## config.mk

```make
export PLATFORM = sky130hd
export DESIGN_NAME = i2c_bit_level_master_flat
export DESIGN_NICKNAME = d
export VERILOG_FILES = /design/src/rtl/i2c_blm_pkg.sv /design/src/rtl/i2c_blm_in_if.sv /design/src/rtl/i2c_blm_out_if.sv /design/src/rtl/i2c_bit_level_master.sv /design/src/flat_wrapper.sv
export VERILOG_INCLUDE_DIRS = /design/src /design/src/rtl
export SDC_FILE = /design/constraint.sdc
export NUM_CORES = 1
export LEC_CHECK = 0
export BUFFER_PORTS_ARGS = -buffer_cell sky130_fd_sc_hd__buf_2
export CAP_MARGIN = 20
export CORE_AREA = 3 3 94 96
export DETAILED_ROUTE_END_ITERATION = 12
export DIE_AREA = 0 0 97 99
export GPL_TIMING_DRIVEN = 0
export PLACE_DENSITY_LB_ADDON = 0.1
export SYNTH_ARGS = -nofsm -noshare
export SYNTH_HDL_FRONTEND = slang
export SYNTH_SLANG_ARGS = --single-unit
```

## constraint.sdc

```tcl
create_clock -name clk_i -period 6.6 [get_ports clk_i]
set_input_delay 0.33 -clock clk_i [delete_from_list [all_inputs] [get_ports clk_i]]
set_output_delay 0.33 -clock clk_i [all_outputs]
set_load 0.05 [all_outputs]
```

## src/rtl/i2c_bit_level_master_assert.svh

```systemverilog
// assertion macros for the i2c bit level master
`ifndef I2C_BIT_LEVEL_MASTER_ASSERT_SVH
`define I2C_BIT_LEVEL_MASTER_ASSERT_SVH

// checked only out of reset
`define I2C_BLM_ASSERT(lbl, prop, msg) \
  lbl: assert property (@(posedge clk_i) disable iff (!rst_ni) prop) else $error(msg);

// checked on every edge, reset included
`define I2C_BLM_ASSERT_ALWAYS(lbl, prop, msg) \
  lbl: assert property (@(posedge clk_i) prop) else $error(msg);

`endif

```

## src/rtl/i2c_blm_pkg.sv

```systemverilog
`timescale 1ns / 1ps

package i2c_blm_pkg;

  typedef enum logic [2:0] {
    CMD_NONE  = 3'd0,
    CMD_START = 3'd1,
    CMD_STOP  = 3'd2,
    CMD_WRITE = 3'd3,
    CMD_READ  = 3'd4
  } cmd_e;

  localparam int unsigned NumBits = 8;
  localparam logic [3:0] BitsDone = 4'(NumBits);
  localparam logic [15:0] HalfPeriodReset = 16'd2;

  typedef struct packed {
    logic       scl_level;
    logic       sda_level;
    logic       busy_res;
    logic       done_res;
    logic [7:0] read_byte;
    logic       ack_seen;
  } res_t;

endpackage

```

## src/rtl/i2c_blm_in_if.sv

```systemverilog
`timescale 1ns / 1ps

interface i2c_blm_in_if;
  logic       valid;
  logic       ready;
  logic [2:0] opcode;
  logic [7:0] write_data;
  logic       sda_in;

  modport source (output valid, opcode, write_data, sda_in, input ready);
  modport sink (input valid, opcode, write_data, sda_in, output ready);
endinterface

```

## src/rtl/i2c_blm_out_if.sv

```systemverilog
`timescale 1ns / 1ps

interface i2c_blm_out_if;
  logic       valid;
  logic       ready;
  logic       scl_level;
  logic       sda_level;
  logic       busy_res;
  logic       done_res;
  logic [7:0] read_byte;
  logic       ack_seen;

  modport source (output valid, scl_level, sda_level, busy_res, done_res, read_byte,
                  ack_seen, input ready);
  modport sink (input valid, scl_level, sda_level, busy_res, done_res, read_byte,
                ack_seen, output ready);
endinterface

```

## src/rtl/i2c_bit_level_master.sv

```systemverilog
// result: the result beat of a tick is registered and presented in the cycle after the tick is accepted
// throughput: one tick per cycle; the result register frees in the cycle it is taken,
//   so the only stall comes from the result side holding ready low
// reset (async, active low): idle, scl and sda released, read byte and ack cleared,
//   half period back to 2, no result pending
`timescale 1ns / 1ps

`include "i2c_bit_level_master_assert.svh"

module i2c_bit_level_master (
  input  logic                 clk_i,
  input  logic                 rst_ni,
  input  logic                 cfg_we_i,
  input  logic [15:0]          cfg_wdata_i,
  i2c_blm_in_if.sink           in_i,
  i2c_blm_out_if.source        out_o
);

  logic [15:0]              half_q;
  i2c_blm_pkg::cmd_e        cmd_q, cmd_d;
  logic [3:0]               phase_q, phase_d;
  logic [3:0]               bit_q, bit_d;
  logic [7:0]               shift_q, shift_d;
  logic [15:0]              wait_q, wait_d;
  logic                     scl_q, scl_d;
  logic                     sda_q, sda_d;
  logic [7:0]               rbyte_q, rbyte_d;
  logic                     ack_q, ack_d;
  logic                     done;
  logic                     fin;
  logic [15:0]              half_eff;
  logic                     acc;
  logic                     out_valid_q;
  i2c_blm_pkg::res_t        res_q, res_d;
  logic                     is_idle;
  logic                     idle_zero;
  logic                     start_acc;

  assign in_i.ready = !out_valid_q || out_o.ready;
  assign acc        = in_i.valid && in_i.ready;
  assign half_eff   = (half_q == 16'd0) ? 16'd1 : half_q;

  always_ff @(posedge clk_i or negedge rst_ni) begin
    if (!rst_ni) begin
      half_q <= i2c_blm_pkg::HalfPeriodReset;
    end else if (cfg_we_i) begin
      half_q <= cfg_wdata_i;
    end
  end

  always_comb begin
    cmd_d   = cmd_q;
    phase_d = phase_q;
    bit_d   = bit_q;
    shift_d = shift_q;
    wait_d  = wait_q;
    scl_d   = scl_q;
    sda_d   = sda_q;
    rbyte_d = rbyte_q;
    ack_d   = ack_q;
    done    = 1'b0;
    fin     = 1'b0;
    if (acc) begin
      if (cmd_q == i2c_blm_pkg::CMD_NONE) begin
        if (in_i.opcode inside {[i2c_blm_pkg::CMD_START:i2c_blm_pkg::CMD_READ]}) begin
          cmd_d   = i2c_blm_pkg::cmd_e'(in_i.opcode);
          phase_d = 4'd0;
          bit_d   = 4'd0;
          shift_d = (in_i.opcode == i2c_blm_pkg::CMD_WRITE) ? in_i.write_data : 8'd0;
          wait_d  = half_eff;
        end
      end else if (wait_q > 16'd1) begin
        wait_d = wait_q - 16'd1;
      end else begin
        case (cmd_q)
          i2c_blm_pkg::CMD_START: begin
            if (phase_q == 4'd0) begin
              sda_d = 1'b0; phase_d = 4'd1;
            end else begin
              scl_d = 1'b0; fin = 1'b1;
            end
          end
          i2c_blm_pkg::CMD_STOP: begin
            if (phase_q == 4'd0) begin
              sda_d = 1'b0; phase_d = 4'd1;
            end else if (phase_q == 4'd1) begin
              scl_d = 1'b1; phase_d = 4'd2;
            end else begin
              sda_d = 1'b1; fin = 1'b1;
            end
          end
          i2c_blm_pkg::CMD_WRITE: begin
            if (bit_q < i2c_blm_pkg::BitsDone) begin
              if (phase_q == 4'd0) begin
                // msb first: bit index 0 drives shift bit 7
                sda_d = shift_q[~bit_q[2:0]]; phase_d = 4'd1;
              end else if (phase_q == 4'd1) begin
                scl_d = 1'b1; phase_d = 4'd2;
              end else begin
                scl_d = 1'b0; phase_d = 4'd0; bit_d = bit_q + 4'd1;
              end
            end else if (phase_q == 4'd0) begin
              sda_d = 1'b1; phase_d = 4'd1;
            end else if (phase_q == 4'd1) begin
              scl_d = 1'b1; phase_d = 4'd2;
            end else begin
              ack_d = !in_i.sda_in; scl_d = 1'b0; fin = 1'b1;
            end
          end
          i2c_blm_pkg::CMD_READ: begin
            if (bit_q < i2c_blm_pkg::BitsDone) begin
              if (phase_q == 4'd0) begin
                scl_d = 1'b1; phase_d = 4'd1;
              end else begin
                shift_d = {shift_q[6:0], in_i.sda_in};
                scl_d = 1'b0; phase_d = 4'd0; bit_d = bit_q + 4'd1;
              end
            end else if (phase_q == 4'd0) begin
              sda_d = 1'b0; phase_d = 4'd1;
            end else if (phase_q == 4'd1) begin
              scl_d = 1'b1; phase_d = 4'd2;
            end else if (phase_q == 4'd2) begin
              scl_d = 1'b0; phase_d = 4'd3;
            end else begin
              sda_d = 1'b1; rbyte_d = shift_q; fin = 1'b1;
            end
          end
          default: begin
            fin = 1'b1;
          end
        endcase
        if (fin) begin
          cmd_d   = i2c_blm_pkg::CMD_NONE;
          phase_d = 4'd0;
          bit_d   = 4'd0;
          wait_d  = 16'd0;
          done    = 1'b1;
        end else begin
          wait_d = half_eff;
        end
      end
    end
  end

  always_ff @(posedge clk_i or negedge rst_ni) begin
    if (!rst_ni) begin
      cmd_q   <= i2c_blm_pkg::CMD_NONE;
      phase_q <= 4'd0;
      bit_q   <= 4'd0;
      shift_q <= 8'd0;
      wait_q  <= 16'd0;
      scl_q   <= 1'b1;
      sda_q   <= 1'b1;
      rbyte_q <= 8'd0;
      ack_q   <= 1'b0;
    end else begin
      cmd_q   <= cmd_d;
      phase_q <= phase_d;
      bit_q   <= bit_d;
      shift_q <= shift_d;
      wait_q  <= wait_d;
      scl_q   <= scl_d;
      sda_q   <= sda_d;
      rbyte_q <= rbyte_d;
      ack_q   <= ack_d;
    end
  end

  // result beat shows the state left by the tick
  always_comb begin
    res_d.scl_level = scl_d;
    res_d.sda_level = sda_d;
    res_d.busy_res  = (cmd_d != i2c_blm_pkg::CMD_NONE);
    res_d.done_res  = done;
    res_d.read_byte = rbyte_d;
    res_d.ack_seen  = ack_d;
  end

  always_ff @(posedge clk_i or negedge rst_ni) begin
    if (!rst_ni) begin
      out_valid_q <= 1'b0;
    end else if (acc) begin
      out_valid_q <= 1'b1;
    end else if (out_o.ready) begin
      out_valid_q <= 1'b0;
    end
  end

  always_ff @(posedge clk_i) begin
    if (acc) begin
      res_q <= res_d;
    end
  end

  assign out_o.valid     = out_valid_q;
  assign out_o.scl_level = res_q.scl_level;
  assign out_o.sda_level = res_q.sda_level;
  assign out_o.busy_res  = res_q.busy_res;
  assign out_o.done_res  = res_q.done_res;
  assign out_o.read_byte = res_q.read_byte;
  assign out_o.ack_seen  = res_q.ack_seen;

  assign is_idle   = (cmd_q == i2c_blm_pkg::CMD_NONE);
  assign idle_zero = (wait_q == 16'd0) && (phase_q == 4'd0) && (bit_q == 4'd0);
  assign start_acc = acc && is_idle && (in_i.opcode == i2c_blm_pkg::CMD_START);

  `I2C_BLM_ASSERT(a_done_not_busy, (out_valid_q && res_q.done_res) |-> !res_q.busy_res, "done with busy")
  `I2C_BLM_ASSERT_ALWAYS(a_idle_clean, is_idle |-> idle_zero, "idle state not clean")
  `I2C_BLM_ASSERT(a_bit_range, bit_q <= i2c_blm_pkg::BitsDone, "bit index out of range")
  `I2C_BLM_ASSERT(a_start_taken, start_acc |=> (cmd_q == i2c_blm_pkg::CMD_START && out_o.busy_res), "start not taken")

endmodule

```

## src/flat_wrapper.sv

```systemverilog
// flat-port wrapper written by rule: the top's interface ports become plain ports
module i2c_bit_level_master_flat 
  (clk_i, rst_ni, cfg_we_i, cfg_wdata_i, in_i_valid, in_i_opcode, in_i_write_data, in_i_sda_in, in_i_ready, out_o_valid, out_o_scl_level, out_o_sda_level, out_o_busy_res, out_o_done_res, out_o_read_byte, out_o_ack_seen, out_o_ready);
  i2c_blm_in_if in_i_i ();
  i2c_blm_out_if out_o_i ();
  input  logic clk_i;
  input  logic rst_ni;
  input  logic cfg_we_i;
  input  logic [15:0] cfg_wdata_i;
  input wire logic [$bits(in_i_i.valid)-1:0] in_i_valid;
  input wire logic [$bits(in_i_i.opcode)-1:0] in_i_opcode;
  input wire logic [$bits(in_i_i.write_data)-1:0] in_i_write_data;
  input wire logic [$bits(in_i_i.sda_in)-1:0] in_i_sda_in;
  output wire logic [$bits(in_i_i.ready)-1:0] in_i_ready;
  output wire logic [$bits(out_o_i.valid)-1:0] out_o_valid;
  output wire logic [$bits(out_o_i.scl_level)-1:0] out_o_scl_level;
  output wire logic [$bits(out_o_i.sda_level)-1:0] out_o_sda_level;
  output wire logic [$bits(out_o_i.busy_res)-1:0] out_o_busy_res;
  output wire logic [$bits(out_o_i.done_res)-1:0] out_o_done_res;
  output wire logic [$bits(out_o_i.read_byte)-1:0] out_o_read_byte;
  output wire logic [$bits(out_o_i.ack_seen)-1:0] out_o_ack_seen;
  input wire logic [$bits(out_o_i.ready)-1:0] out_o_ready;
  assign in_i_i.valid = in_i_valid;
  assign in_i_i.opcode = in_i_opcode;
  assign in_i_i.write_data = in_i_write_data;
  assign in_i_i.sda_in = in_i_sda_in;
  assign in_i_ready = in_i_i.ready;
  assign out_o_valid = out_o_i.valid;
  assign out_o_scl_level = out_o_i.scl_level;
  assign out_o_sda_level = out_o_i.sda_level;
  assign out_o_busy_res = out_o_i.busy_res;
  assign out_o_done_res = out_o_i.done_res;
  assign out_o_read_byte = out_o_i.read_byte;
  assign out_o_ack_seen = out_o_i.ack_seen;
  assign out_o_i.ready = out_o_ready;
  i2c_bit_level_master u_core (.clk_i(clk_i), .rst_ni(rst_ni), .cfg_we_i(cfg_we_i), .cfg_wdata_i(cfg_wdata_i), .in_i(in_i_i), .out_o(out_o_i));
endmodule
```

==> results summary <==
The run finished with clean final reports. The routed layout has 3098 vias. The total area inside the core boundary comes to 8130 µm². The final weighted congestion in routability-driven placement came out at 0.888. After clock tree synthesis, the setup repair step added 0 buffers.

The effective utilization at floorplan came out at 49.1%. The die is 99 µm tall. The maximum clock insertion buffer count is 2.

The yosys synthesis warning count came out at 0. In this run the biggest area consumer among cell types represents 37.6% of the synthesized area. The largest net degree at the start of global routing came out at 64.

Across the run, the number of max-cap violations was 0. The reported leakage power is 1.98 nW. The largest individual stage delay along the critical path comes from the cell sky130_fd_sc_hd__nor3b_1. Tracing the worst setup path back leads to its startpoint at u_core.cmd_q[1]. The final cell utilization of the core came out at 56.1%. The via-per-instance ratio came out at 5.95. The number of nets with antenna violations after detailed routing came out at 0. The HPWL after detailed placement came out at 6460 µm.

The count of mapped cells out of synthesis came out at 353. The sort of element at the end of the critical path is a flop. The max-slew violation count is 0. The total track usage is 20.0%. The sequential cell area fraction in the yosys report came out at 49.4%. Among all flip-flop cells after synthesis, the most frequent one is sky130_fd_sc_hd__dfrtp_1. After clock tree synthesis, the clock-pin slew on the worst setup and hold paths is 0.09 ns.

The chip width is 97 µm. The global-route congestion overflow total came out at 0. The number of hold-repair buffers added at the cts stage is 0. The total clock buffers created by CTS came out at 9. The worst slew margin relative to its limit came out at 34.9%. Measured in cells, the most critical reg-to-reg path has a length of 5. The number of iterations in the first detailed-routing pass came out at 4. The synthesized design spends more area on one cell type than any other, namely sky130_fd_sc_hd__dfrtp_1.

The first routing iteration left 170 violations. In this run the critical register-to-register path is launched from u_core.cmd_q[1]. The first global-routing pass estimated 15300 µm of wire.

The routed wirelength normalized by instance count came out at 17.9 µm. The power density over the cells came out at 343 nW/µm². The setup TNS after final layout is 0 ns. The number of top-level design ports is 48. Synthesis produced a netlist with a net count of 389.

Counting every sink on the clock net gives 76. The required time at the worst-slack endpoint came out at 6.69 ns. The number of rows created at floorplan came out at 33. The full die area came out at 9600 µm². Counting buffers and inverters, the worst setup path is 5 cells deep.

In this run the worst path has a maximum fanout of 10. The peak per-stage delay on the critical path is 0.76 ns. The post-cts sizing count is 0.

The area growth from synthesis to layout is 14.3%. The number of buffers and inverters on the critical path is 1. The remaining routing DRC violations came out at 0. The number of enable-type register cells in the synthesized netlist is 13. Clock tree synthesis selected as its root buffer the cell sky130_fd_sc_hd__clkbuf_8. In this run the worst hold path is classified as input pin to asynchronous set/reset pin. STA classifies the critical path startpoint as a flop. The number of antenna repair diodes is 0.

Yosys attributes the largest share of cell area to sky130_fd_sc_hd__dfrtp_1, sky130_fd_sc_hd__mux2_2, sky130_fd_sc_hd__edfxtp_1, sky130_fd_sc_hd__mux2i_1, sky130_fd_sc_hd__o2bb2ai_1. The number of levels in the clock H-tree came out at 3. The final hold violation count was 0. The final critical path takes up 46.4% of the cycle. The number of nets at the end of the flow came out at 447.

The worst path needs 3.07 ns of the cycle, external delays included. The slew at the pin closest to its max-slew limit came out at 0.969 ns. After synthesis the cells add up to 3990 µm². The clock arrives with 0.0138 ns of skew.

The largest vdd supply drop came out at 0.130 mV. TritonCTS built the clock tree. The signal on the critical path passes through clkbuf_1 -> nor3b_1 -> nand3_1 -> nor4_4 -> mux2_2. The number of synthesized register bits came out at 76. The number of antenna violations at the first check in global routing came out at 0. The cell family contributing the most delay on the critical path is simple AND/OR/NAND/NOR gates. Buffers placed on the I/O ports in this run total 46. The number of different library cells in the post-synthesis netlist is 63.

The arrival time of the worst setup path came out at 3.15 ns. The worst setup path is of the flop to flop kind. The worst-skew pair later-pin latency is 0.35 ns. The post-detailed-routing wire length is 9330 µm.

The async set-or-reset flop fraction in the synthesized netlist is 82.9%. Setup violations remaining at the end of the flow were counted as 0. Setup repair after global routing left no endpoint under its margin. Timing would allow up to 326 MHz. The number of global-route vias before repair is 2989. The average cell area after synthesis came out at 11.3 µm².

The share of final-layout standard cells stronger than drive strength 1 is 30.0%.
stage by stage:
step | instances | setup WS (ns) | hold WS [ns] | cell area (µm²) | total power [W]
5_1_grt | 521 | 3.37 | 0.115 | 4560 | 0.00166
3_5_place_dp | 504 | 3.59 | 0.480 | 4360 | 0.00120
6_report | 521 | 3.53 | 0.0408 | 4560 | 0.00156
4_1_cts | 520 | 3.57 | 0.0956 | 4560 | 0.00156
3_3_place_gp | 504 | 3.56 | 0.468 | 4350 | 0.00119
2_1_floorplan | 353 | 3.71 | 0.0344 | 3990 | 0.00105
placed cells by master, fill, tap and decap left out, types with 10 or more instances in the layout:
cell type	netlist	routed
sky130_fd_sc_hd__dfrtp_1	60	60
sky130_fd_sc_hd__nor3_1	14	14
sky130_fd_sc_hd__o21ai_0	21	21
sky130_fd_sc_hd__nand2_1	10	10
sky130_fd_sc_hd__o2bb2ai_1	13	13
sky130_fd_sc_hd__nor4_1	11	11
sky130_fd_sc_hd__buf_2	8	53
sky130_fd_sc_hd__nor2_1	18	18
sky130_fd_sc_hd__clkbuf_1	14	15
sky130_fd_sc_hd__mux2i_1	14	14
sky130_fd_sc_hd__inv_1	10	10
sky130_fd_sc_hd__mux2_2	37	37
sky130_fd_sc_hd__edfxtp_1	13	13
area by class of cell:
cell class | instances | area (µm²)
Sequential cell | 76 | 1970
Inverter | 10 | 37.5
Fill cell | 676 | 3570
Tap cell | 105 | 131
Clock inverter | 6 | 72.6
Timing Repair Buffer | 47 | 238
Buffer | 25 | 105
Clock buffer | 10 | 128
Multi-Input combinational cell | 242 | 1880
synth_stat cells (2+ instances only):
cell and count:
sky130_fd_sc_hd__nor4_4 2, sky130_fd_sc_hd__o211ai_1 3, sky130_fd_sc_hd__a22o_1 9, sky130_fd_sc_hd__o22ai_1 5, sky130_fd_sc_hd__mux4_2 2, sky130_fd_sc_hd__nor2_1 18, sky130_fd_sc_hd__nor3b_1 3, sky130_fd_sc_hd__nor3_1 14
sky130_fd_sc_hd__o21a_1 2, sky130_fd_sc_hd__a21boi_0 2, sky130_fd_sc_hd__and3_1 2, sky130_fd_sc_hd__dfrtp_1 60, sky130_fd_sc_hd__a21oi_1 9, sky130_fd_sc_hd__clkbuf_1 14, sky130_fd_sc_hd__buf_1 2, sky130_fd_sc_hd__and2_1 2
sky130_fd_sc_hd__or4_1 5, sky130_fd_sc_hd__o2bb2ai_1 13, sky130_fd_sc_hd__o21bai_1 2, sky130_fd_sc_hd__a32o_1 3, sky130_fd_sc_hd__inv_1 10, sky130_fd_sc_hd__ha_1 3, sky130_fd_sc_hd__nor2b_1 4, sky130_fd_sc_hd__a211oi_1 2
sky130_fd_sc_hd__nor4_2 2, sky130_fd_sc_hd__buf_2 8, sky130_fd_sc_hd__o21ai_0 21, sky130_fd_sc_hd__or2_2 4, sky130_fd_sc_hd__nand2_1 10, sky130_fd_sc_hd__or3_1 2, sky130_fd_sc_hd__nor4_1 11, sky130_fd_sc_hd__nand2b_1 3
sky130_fd_sc_hd__mux2_2 37, sky130_fd_sc_hd__nand3_1 2, sky130_fd_sc_hd__dfstp_2 3, sky130_fd_sc_hd__edfxtp_1 13, sky130_fd_sc_hd__a2bb2oi_1 2, sky130_fd_sc_hd__mux2i_1 14, sky130_fd_sc_hd__a41oi_1 2, sky130_fd_sc_hd__o31a_1 3
sky130_fd_sc_hd__a22oi_1 2, sky130_fd_sc_hd__and4_1 2
flip-flops by register name (all words and copies together) (netlist names), 3 cells and up:
| name | flops |
|---|---|
| u_core.out_o.read_byte | 8 |
| u_core.shift_q | 8 |
| u_core.rbyte_q | 8 |
| u_core.wait_q | 16 |
| u_core.phase_q | 4 |
| u_core.bit_q | 4 |
| u_core.cmd_q | 3 |
| u_core.half_q | 16 |
where the power goes:
part / switching (W) / internal [W] / total [W] / leakage (nW)
combinational: 0.000324 / 0.000221 / 0.000545 / 0.973
sequential: 0.0000850 / 0.000568 / 0.000653 / 0.912
clock: 0.000186 / 0.000179 / 0.000365 / 0.0975
total: 0.000595 / 0.000968 / 0.00156 / 1.98
final timing paths:
check / slack (ns) / to
max: 3.53 / u_core.out_o.read_byte[0]
min: 0.04 / u_core.wait_q[13]
max reg2reg: 3.53 / u_core.out_o.read_byte[0]
min reg2reg: 0.50 / u_core.rbyte_q[2]
max in group asynchronous: 5.99 / u_core.half_q[3]
min in group clk_i: 0.19 / u_core.out_o.valid
worst register-to-register path, cell delays in order, from the launching register on:
cell	delay, ns
sky130_fd_sc_hd__dfrtp_1	0.39
sky130_fd_sc_hd__clkbuf_1	0.23
sky130_fd_sc_hd__nor3b_1	0.76
sky130_fd_sc_hd__nand3_1	0.32
sky130_fd_sc_hd__nor4_4	0.68
sky130_fd_sc_hd__mux2_2	0.42
routing by layer:
metal | up-vias | part of all wire, % | global-route usage [%]
li1 | 1470 | - | -
met1 | 1515 | 51 | 30.4
met2 | 108 | 43 | 28.7
met3 | 5 | 5.9 | 4.53
met4 | 0 | 0.78 | 5.51
met5 | - | 0 | 0
cell families (layout without fill, tap and decap cells):
| logic type | count (synthesis) | in the layout | synth area share [%] |
|---|---|---|---|
| buf+inv | 35 | 98 | 3.57 |
| simple gates | 89 | 89 | 13.4 |
| flops | 76 | 76 | 49.4 |
| fa+ha+maj | 3 | 3 | 0.941 |
| compound gates | 95 | 95 | 17.2 |
| mux | 53 | 53 | 15.1 |
| xor+xnor | 2 | 2 | 0.439 |
(Power assumes the default switching activity.)
